[config.mk]
export PLATFORM = sky130hd
export DESIGN_NAME = distance_volume_attenuation
export DESIGN_NICKNAME = d
export VERILOG_FILES = /design/src/hdl/dva_pkg.sv /design/src/hdl/distance_volume_attenuation.sv
export SDC_FILE = /design/constraint.sdc
export NUM_CORES = 2
export LEC_CHECK = 0
export BUFFER_PORTS_ARGS = -buffer_cell sky130_fd_sc_hd__buf_4
export CAP_MARGIN = 20
export CORE_UTILIZATION = 50
export CTS_CLUSTER_SIZE = 30
export DETAILED_ROUTE_END_ITERATION = 6
export HOLD_SLACK_MARGIN = 0.06
export PLACE_DENSITY = 0.71
export SYNTH_ARGS = -nofsm -noshare
export SYNTH_HDL_FRONTEND = slang
export SYNTH_SLANG_ARGS = --single-unit
[constraint.sdc]
create_clock -name clk -period 80.4 [get_ports clk]
set_input_delay 20.1 -clock clk [delete_from_list [all_inputs] [get_ports clk]]
set_output_delay 20.1 -clock clk [all_outputs]
set_load 0.02 [all_outputs]
[src/hdl/dva_pkg.sv]
// Package for the distance volume attenuation block.
// Holds the bypass code type and the register map of the configuration port.
// No dependencies.
package dva_pkg;

    localparam int APB_ADDR_WIDTH = 4;
    localparam int APB_DATA_WIDTH = 32;

    typedef logic [1:0] reg_idx_t;

    localparam reg_idx_t REG_FULL_GAIN        = 2'd0;
    localparam reg_idx_t REG_MIN_DISTANCE     = 2'd1;
    localparam reg_idx_t REG_MAX_DISTANCE     = 2'd2;
    localparam reg_idx_t REG_HALVING_DISTANCE = 2'd3;

    // Items that skip the arithmetic carry one of these codes down the pipe.
    typedef enum logic [1:0] {
        BYP_NONE,
        BYP_ZERO,
        BYP_FULL
    } byp_t;

endpackage

[src/hdl/distance_volume_attenuation.sv]
// Top level of the distance volume attenuation block: APB register file and
// a fully pipelined datapath of two restoring dividers around one multiplier.
// Depends on dva_pkg.

// Maps a distance beat to a Q1.15 volume beat. The pipeline takes one beat per
// cycle while the volume side does not stall; its depth comes mostly from the
// two pipelined dividers, one stage per quotient bit (DIST_WIDTH stages for the
// halving count, one stage per gain bit for the final scaling). All stages
// advance together, so a stall on the volume side holds the whole pipe.
// Registers sit at byte addresses 0 (full_gain), 4 (min_distance),
// 8 (max_distance) and 12 (halving_distance) and may only be written while
// no beat is in flight. A halving distance of zero behaves as one.
module distance_volume_attenuation #(
    parameter int DIST_WIDTH     = 16,
    parameter int GAIN_FRAC_BITS = 15
) (
    input  logic                                clk,
    input  logic                                rst_n,
    input  logic                                psel,
    input  logic                                penable,
    input  logic                                pwrite,
    input  logic [dva_pkg::APB_ADDR_WIDTH-1:0]  paddr,
    input  logic [dva_pkg::APB_DATA_WIDTH-1:0]  pwdata,
    output logic [dva_pkg::APB_DATA_WIDTH-1:0]  prdata,
    output logic                                pready,
    input  logic                                distance_valid,
    output logic                                distance_ready,
    input  logic [DIST_WIDTH-1:0]               distance,
    output logic                                volume_valid,
    input  logic                                volume_ready,
    output logic [GAIN_FRAC_BITS:0]             volume
);

    import dva_pkg::*;

    localparam int GAIN_BITS = GAIN_FRAC_BITS + 1;
    localparam int SHW       = $clog2(GAIN_BITS);
    localparam int PW        = GAIN_BITS + DIST_WIDTH + 1;

    // ------------------------------------------------------------------
    // Configuration registers
    // ------------------------------------------------------------------
    logic [GAIN_BITS-1:0]  full_gain_reg;
    logic [DIST_WIDTH-1:0] min_distance_reg;
    logic [DIST_WIDTH-1:0] max_distance_reg;
    logic [DIST_WIDTH-1:0] halving_distance_reg;
    logic                  cfg_write;
    reg_idx_t              cfg_idx;

    assign pready    = 1'b1;
    assign cfg_idx   = paddr[APB_ADDR_WIDTH-1:2];
    assign cfg_write = psel && penable && pwrite && pready;

    always_ff @(posedge clk or negedge rst_n)
    begin
        if (!rst_n)
        begin
            full_gain_reg        <= GAIN_BITS'(1) << GAIN_FRAC_BITS;
            min_distance_reg     <= '0;
            max_distance_reg     <= '1;
            halving_distance_reg <= DIST_WIDTH'(256);
        end
        else if (cfg_write)
        begin
            unique case (cfg_idx)
                REG_FULL_GAIN:        full_gain_reg        <= pwdata[GAIN_BITS-1:0];
                REG_MIN_DISTANCE:     min_distance_reg     <= pwdata[DIST_WIDTH-1:0];
                REG_MAX_DISTANCE:     max_distance_reg     <= pwdata[DIST_WIDTH-1:0];
                REG_HALVING_DISTANCE: halving_distance_reg <= pwdata[DIST_WIDTH-1:0];
                default:              ;
            endcase
        end
    end

    always_comb
    begin
        unique case (cfg_idx)
            REG_FULL_GAIN:        prdata = APB_DATA_WIDTH'(full_gain_reg);
            REG_MIN_DISTANCE:     prdata = APB_DATA_WIDTH'(min_distance_reg);
            REG_MAX_DISTANCE:     prdata = APB_DATA_WIDTH'(max_distance_reg);
            REG_HALVING_DISTANCE: prdata = APB_DATA_WIDTH'(halving_distance_reg);
            default:              prdata = '0;
        endcase
    end

    logic [DIST_WIDTH-1:0] s_eff;
    logic [DIST_WIDTH+1:0] s2_ext;

    assign s_eff  = (halving_distance_reg == '0) ? DIST_WIDTH'(1) : halving_distance_reg;
    assign s2_ext = {1'b0, s_eff, 1'b0};

    // ------------------------------------------------------------------
    // Pipeline control: every stage moves when the output register frees up.
    // ------------------------------------------------------------------
    logic adv;
    logic out_valid_reg;

    assign adv            = !out_valid_reg || volume_ready;
    assign distance_ready = adv;

    // ------------------------------------------------------------------
    // Entry: range checks and offset from the minimum distance
    // ------------------------------------------------------------------
    byp_t                  byp0;
    logic [DIST_WIDTH-1:0] d0;

    always_comb
    begin
        d0 = distance - min_distance_reg;
        priority if (distance >= max_distance_reg)
            byp0 = BYP_ZERO;
        else if (distance <= min_distance_reg)
            byp0 = BYP_FULL;
        else
            byp0 = BYP_NONE;
    end

    // ------------------------------------------------------------------
    // Divider 1: d / S, one quotient bit per stage
    // ------------------------------------------------------------------
    logic                  v1_reg    [0:DIST_WIDTH];
    byp_t                  byp1_reg  [0:DIST_WIDTH];
    logic [DIST_WIDTH-1:0] rem1_reg  [0:DIST_WIDTH];
    logic [DIST_WIDTH-1:0] numq1_reg [0:DIST_WIDTH];
    logic [DIST_WIDTH-1:0] rem1_next [1:DIST_WIDTH];
    logic [DIST_WIDTH-1:0] numq1_next[1:DIST_WIDTH];

    always_ff @(posedge clk or negedge rst_n)
    begin
        if (!rst_n)
            v1_reg[0] <= 1'b0;
        else if (adv)
            v1_reg[0] <= distance_valid;
    end

    always_ff @(posedge clk)
    begin
        if (adv)
        begin
            byp1_reg[0]  <= byp0;
            rem1_reg[0]  <= '0;
            numq1_reg[0] <= d0;
        end
    end

    genvar j;
    generate
        for (j = 0; j < DIST_WIDTH; j++)
        begin : g_div1
            logic [DIST_WIDTH:0] t1;
            logic [DIST_WIDTH:0] diff1;
            logic                ge1;

            assign t1    = {rem1_reg[j], numq1_reg[j][DIST_WIDTH-1]};
            assign diff1 = t1 - {1'b0, s_eff};
            assign ge1   = t1 >= {1'b0, s_eff};

            assign rem1_next[j+1]  = ge1 ? diff1[DIST_WIDTH-1:0] : t1[DIST_WIDTH-1:0];
            assign numq1_next[j+1] = {numq1_reg[j][DIST_WIDTH-2:0], ge1};

            always_ff @(posedge clk or negedge rst_n)
            begin
                if (!rst_n)
                    v1_reg[j+1] <= 1'b0;
                else if (adv)
                    v1_reg[j+1] <= v1_reg[j];
            end

            always_ff @(posedge clk)
            begin
                if (adv)
                begin
                    byp1_reg[j+1]  <= byp1_reg[j];
                    rem1_reg[j+1]  <= rem1_next[j+1];
                    numq1_reg[j+1] <= numq1_next[j+1];
                end
            end
        end
    endgenerate

    // ------------------------------------------------------------------
    // Fix-up: an exact multiple counts one halving fewer with r = S.
    // ------------------------------------------------------------------
    logic [DIST_WIDTH-1:0] q1;
    logic [DIST_WIDTH-1:0] r1;
    logic [DIST_WIDTH-1:0] qf;
    logic [DIST_WIDTH-1:0] rf;
    byp_t                  bypf_next;
    logic [GAIN_BITS-1:0]  gf_next;
    logic [DIST_WIDTH:0]   mf_next;

    logic                  vf_reg;
    byp_t                  bypf_reg;
    logic [GAIN_BITS-1:0]  gf_reg;
    logic [DIST_WIDTH:0]   mf_reg;

    always_comb
    begin
        q1 = numq1_reg[DIST_WIDTH];
        r1 = rem1_reg[DIST_WIDTH];
        if (r1 == '0)
        begin
            qf = q1 - DIST_WIDTH'(1);
            rf = s_eff;
        end
        else
        begin
            qf = q1;
            rf = r1;
        end
        if (byp1_reg[DIST_WIDTH] == BYP_NONE && qf >= DIST_WIDTH'(GAIN_BITS))
            bypf_next = BYP_ZERO;
        else
            bypf_next = byp1_reg[DIST_WIDTH];
        gf_next = full_gain_reg >> qf[SHW-1:0];
        mf_next = {s_eff, 1'b0} - {1'b0, rf};
    end

    always_ff @(posedge clk or negedge rst_n)
    begin
        if (!rst_n)
            vf_reg <= 1'b0;
        else if (adv)
            vf_reg <= v1_reg[DIST_WIDTH];
    end

    always_ff @(posedge clk)
    begin
        if (adv)
        begin
            bypf_reg <= bypf_next;
            gf_reg   <= gf_next;
            mf_reg   <= mf_next;
        end
    end

    // ------------------------------------------------------------------
    // Multiply g * (2S - r); the product seeds divider 2.
    // ------------------------------------------------------------------
    logic [PW-1:0] prod;

    assign prod = PW'(gf_reg) * PW'(mf_reg);

    // ------------------------------------------------------------------
    // Divider 2: product / 2S. The quotient is below g, so GAIN_BITS stages.
    // ------------------------------------------------------------------
    logic                  v2_reg    [0:GAIN_BITS];
    byp_t                  byp2_reg  [0:GAIN_BITS];
    logic [DIST_WIDTH:0]   rem2_reg  [0:GAIN_BITS];
    logic [GAIN_BITS-1:0]  numq2_reg [0:GAIN_BITS];
    logic [DIST_WIDTH:0]   rem2_next [1:GAIN_BITS];
    logic [GAIN_BITS-1:0]  numq2_next[1:GAIN_BITS];

    always_ff @(posedge clk or negedge rst_n)
    begin
        if (!rst_n)
            v2_reg[0] <= 1'b0;
        else if (adv)
            v2_reg[0] <= vf_reg;
    end

    always_ff @(posedge clk)
    begin
        if (adv)
        begin
            byp2_reg[0]  <= bypf_reg;
            rem2_reg[0]  <= prod[PW-1:GAIN_BITS];
            numq2_reg[0] <= prod[GAIN_BITS-1:0];
        end
    end

    genvar k;
    generate
        for (k = 0; k < GAIN_BITS; k++)
        begin : g_div2
            logic [DIST_WIDTH+1:0] t2;
            logic [DIST_WIDTH+1:0] diff2;
            logic                  ge2;

            assign t2    = {rem2_reg[k], numq2_reg[k][GAIN_BITS-1]};
            assign diff2 = t2 - s2_ext;
            assign ge2   = t2 >= s2_ext;

            assign rem2_next[k+1]  = ge2 ? diff2[DIST_WIDTH:0] : t2[DIST_WIDTH:0];
            assign numq2_next[k+1] = {numq2_reg[k][GAIN_BITS-2:0], ge2};

            always_ff @(posedge clk or negedge rst_n)
            begin
                if (!rst_n)
                    v2_reg[k+1] <= 1'b0;
                else if (adv)
                    v2_reg[k+1] <= v2_reg[k];
            end

            always_ff @(posedge clk)
            begin
                if (adv)
                begin
                    byp2_reg[k+1]  <= byp2_reg[k];
                    rem2_reg[k+1]  <= rem2_next[k+1];
                    numq2_reg[k+1] <= numq2_next[k+1];
                end
            end
        end
    endgenerate

    // ------------------------------------------------------------------
    // Output register
    // ------------------------------------------------------------------
    logic [GAIN_BITS-1:0] volume_next;
    logic [GAIN_BITS-1:0] volume_reg;

    always_comb
    begin
        unique case (byp2_reg[GAIN_BITS])
            BYP_NONE: volume_next = numq2_reg[GAIN_BITS];
            BYP_FULL: volume_next = full_gain_reg;
            default:  volume_next = '0;
        endcase
    end

    always_ff @(posedge clk or negedge rst_n)
    begin
        if (!rst_n)
            out_valid_reg <= 1'b0;
        else if (adv)
            out_valid_reg <= v2_reg[GAIN_BITS];
    end

    always_ff @(posedge clk)
    begin
        if (adv)
            volume_reg <= volume_next;
    end

    assign volume_valid = out_valid_reg;
    assign volume       = volume_reg;

`ifndef SYNTHESIS
    // The first divider always leaves a remainder below the divisor.
    a_div1_rem: assert property (@(posedge clk) disable iff (!rst_n)
        v1_reg[DIST_WIDTH] |-> rem1_reg[DIST_WIDTH] < s_eff)
        else $error("halving divider remainder out of range");

    // The product's upper part must start below 2S, or the quotient overflows.
    a_div2_seed: assert property (@(posedge clk) disable iff (!rst_n)
        (v2_reg[0] && byp2_reg[0] == BYP_NONE) |-> {1'b0, rem2_reg[0]} < s2_ext)
        else $error("scaling divider seeded above its divisor");

    // Attenuation never raises the volume above the full gain.
    a_vol_bound: assert property (@(posedge clk) disable iff (!rst_n)
        volume_valid |-> volume <= full_gain_reg)
        else $error("volume above full gain");
`endif

endmodule
==> results.txt <==
The run finished with clean final reports. The setup TNS after final layout is 0 ns. The average via count per standard cell came out at 5.74. The clock transition time at the flip-flop clock pins of the worst setup and hold paths is 0.06 ns. The horizontal die dimension came out at 398 µm.

The type of element capturing the critical path is an output pin. Routed signal wires occupy layers up through met5. The final number of max-transition violations came out at 0.

At the end of the flow, the number of nets in the layout was 7711. The peak fanout along the critical path came out at 85. The count of cells resized by post-cts repair is 0. The final wirelength is 176000 µm.

The final estimated routing congestion in global placement came out at 0.910. The post-route clock period utilization is 52.2%. In this run the post-CTS setup repair buffer count came out at 0. In the layout the commonest cells are sky130_fd_sc_hd__edfxtp_1, sky130_fd_sc_hd__ha_1, sky130_fd_sc_hd__a21oi_1. The leading cell type in the layout, fill and taps excluded is sky130_fd_sc_hd__edfxtp_1. The root buffer cell chosen for the clock tree is sky130_fd_sc_hd__clkbuf_16.

The setup violation total in the final timing report came out at 0. Measured against its own limit, the worst slew margin works out to 14.3%. Pin placement for this block handled 110 I/O pins. The register area came out at 38300 µm². The endpoint arrival time on the critical path is 21.85 ns. The count of TritonRoute iterations in the first routing pass came out at 6. The maximum level of the CTS H-tree came out at 4.

The clock latency on the worst-skew pair came out at 0.80 ns. The remaining antenna violation count after routing came out at 0. The met2 wirelength from detailed routing is 82600 µm. The row count came out at 145.

The worst setup path is launched from an input pin. The routed design could run at a clock period as short as 41.95 ns. The total of fill cells in the finished design came out at 12900. Yosys printed 0 warnings.

The starting density of the core is 50.4%. Based on the critical path, the design can be clocked at up to 23.8 MHz. The TritonCTS clock tree is built. The worst clock skew on the final layout is 0.0640 ns. Setup repair after global routing left no endpoint under its margin. Entering global routing, the biggest net connects 204 pins. After detailed routing, the wire length on met1 is 79100 µm. The count of unresolved DRC violations after routing is 0. The total half-perimeter wirelength after legalization and detailed placement came out at 121000 µm. The routed wire length on met3 is 9580 µm.

The area growth from synthesis to layout came out at 9.73%. Across all layers, the routed design uses 51200 vias. The vertical die dimension came out at 398 µm. After floorplanning, the core was sized to cover 156000 µm². Summing all multi-input logic gate instances after layout gives 37900 µm². The first global-routing pass estimated 274000 µm of wire.

The tree built by TritonCTS fans out to 1291 sinks. The tightest min-delay check is of the register to register type. The post-detailed-route wirelength per cell came out at 19.7 µm. The number of inserted diodes is 0.

The remaining global-route overflow is 0. The number of buffers created by CTS came out at 137. The critical path is of the input pin to output pin type. The post-synthesis cell area is 78600 µm². In the final layout, the share of cells above drive strength 1 is 10.1%.

The flop and latch count out of synthesis came out at 1291. The mean area per synthesized cell is 11.8 µm². The number of hold-slack violations in the final timing report is 0. The flip-flop cell with the highest count after synthesis is sky130_fd_sc_hd__edfxtp_1. Of all flip-flops after synthesis, the portion carrying an async set or reset was 7.75%. The sequential cell area fraction in the yosys report came out at 48.7%. The number of global-route vias before repair is 50100. The number of buffers inserted by port buffering came out at 74. The overall fraction of global-route tracks in use came out at 22.0%. The distinct cell type count of the synthesized netlist came out at 98. The transition time at the pin with the least slew margin came out at 1.29 ns.

The first-iteration detailed-routing DRC count is 3905. Max-cap violations in this run came to 0. Data on the critical path is required at its endpoint by 60.30 ns. The number of antenna violations at the first check in global routing came out at 5. The number of buffers between clock root and the deepest sink came out at 3. Synthesis handed over a netlist of 6663 instances.

The number of enable flip-flop cells after synthesis is 1191. Hold repair after CTS inserted 0 buffers. The overall die area is 159000 µm².
Yosys cell counts (33+ instances only):
master	count	share of area, %
sky130_fd_sc_hd__o21ai_1	37	0.24
sky130_fd_sc_hd__mux2_2	243	3.5
sky130_fd_sc_hd__nand4_1	77	0.61
sky130_fd_sc_hd__or3_1	34	0.27
sky130_fd_sc_hd__o21ai_0	239	1.5
sky130_fd_sc_hd__clkbuf_1	127	0.61
sky130_fd_sc_hd__nand2b_1	73	0.58
sky130_fd_sc_hd__a21o_1	141	1.3
sky130_fd_sc_hd__xor2_1	179	2.0
sky130_fd_sc_hd__and3_1	39	0.31
sky130_fd_sc_hd__mux2i_1	53	0.68
sky130_fd_sc_hd__a21oi_1	534	3.4
sky130_fd_sc_hd__edfxtp_1	1191	46
sky130_fd_sc_hd__xnor2_1	236	2.6
sky130_fd_sc_hd__ha_1	651	10
sky130_fd_sc_hd__nand3_1	80	0.51
sky130_fd_sc_hd__nor3_1	141	0.90
sky130_fd_sc_hd__o21a_1	90	0.86
sky130_fd_sc_hd__nor2b_1	108	0.86
sky130_fd_sc_hd__o31ai_1	34	0.32
sky130_fd_sc_hd__dfrtp_1	82	2.6
sky130_fd_sc_hd__and2_1	140	1.1
sky130_fd_sc_hd__a211oi_1	33	0.32
sky130_fd_sc_hd__mux2_1	69	0.99
sky130_fd_sc_hd__nor2_1	449	2.1
sky130_fd_sc_hd__fa_1	240	6.1
sky130_fd_sc_hd__inv_1	467	2.2
sky130_fd_sc_hd__nand2_1	405	1.9
worst max-delay path: stages:
cell                      delay, ns
sky130_fd_sc_hd__buf_4         0.12
sky130_fd_sc_hd__nor2b_4       0.77
sky130_fd_sc_hd__inv_8         0.44
sky130_fd_sc_hd__buf_4         0.32
final timing paths:
check	end	slack (ns)	cells past startpoint	from
setup / recovery	distance_ready	38.45	4	volume_ready
hold reg to reg	numq1_reg[0][50]$_DFFE_PP_	0.38	0	numq1_reg[0][33]$_DFFE_PP_
max in group asynchronous	v1_reg[10]$_DFFE_PN0P_	59.91	2	rst_n
setup reg to reg	rem2_reg[0][15]$_DFFE_PP_	73.05	21	mf_reg[5]$_DFFE_PP_
hold / removal	numq1_reg[0][50]$_DFFE_PP_	0.38	0	numq1_reg[0][33]$_DFFE_PP_
min in group asynchronous	min_distance_reg[6]$_DFFE_PN0P_	19.29	1	rst_n
logic make-up (layout without fill, tap and decap cells):
| group | count (synthesis) | in the layout | share of synthesized area, % |
|---|---|---|---|
| simple gates | 1647 | 1647 | 10.2 |
| compound gates | 1380 | 1380 | 11.0 |
| flops | 1291 | 1291 | 48.7 |
| fa+ha+maj | 891 | 891 | 16.5 |
| buf+inv | 653 | 843 | 3.26 |
| xor+xnor | 415 | 415 | 4.63 |
| mux | 384 | 384 | 5.69 |
| other cells | 2 | 17 | 0.00956 |
metrics by stage:
step	utilization, %	hold slack, ns	std cells	area, µm²	setup slack (ns)
2_1_floorplan	-	0.400	6678	78600	16.76
3_3_place_gp	52.2	0.401	8668	81400	38.50
3_5_place_dp	52.2	0.405	8669	81400	38.46
4_1_cts	55.2	0.376	8915	86100	38.46
5_1_grt	55.3	0.375	8926	86200	38.33
6_report	55.3	0.380	8926	86200	38.45
routing by layer:
metal,global-route usage (%),vias to the layer above
met5,0,-
met2,35.6,1386
met3,3.38,288
met1,30.5,25000
li1,-,24500
met4,6.88,2
cell type report:
class,instances,share of cell area (%)
inverters,472,2.06
clock inverters,79,1.24
well taps,2058,2.99
multi-input cells,4734,43.9
flip-flops and latches,1291,44.4
clock buffers,167,4.17
repair buffers,125,1.22
Power is left out: the tool's default activity adds up to more than one toggle a clock period on the data nets, which glitch-free logic cannot reach.
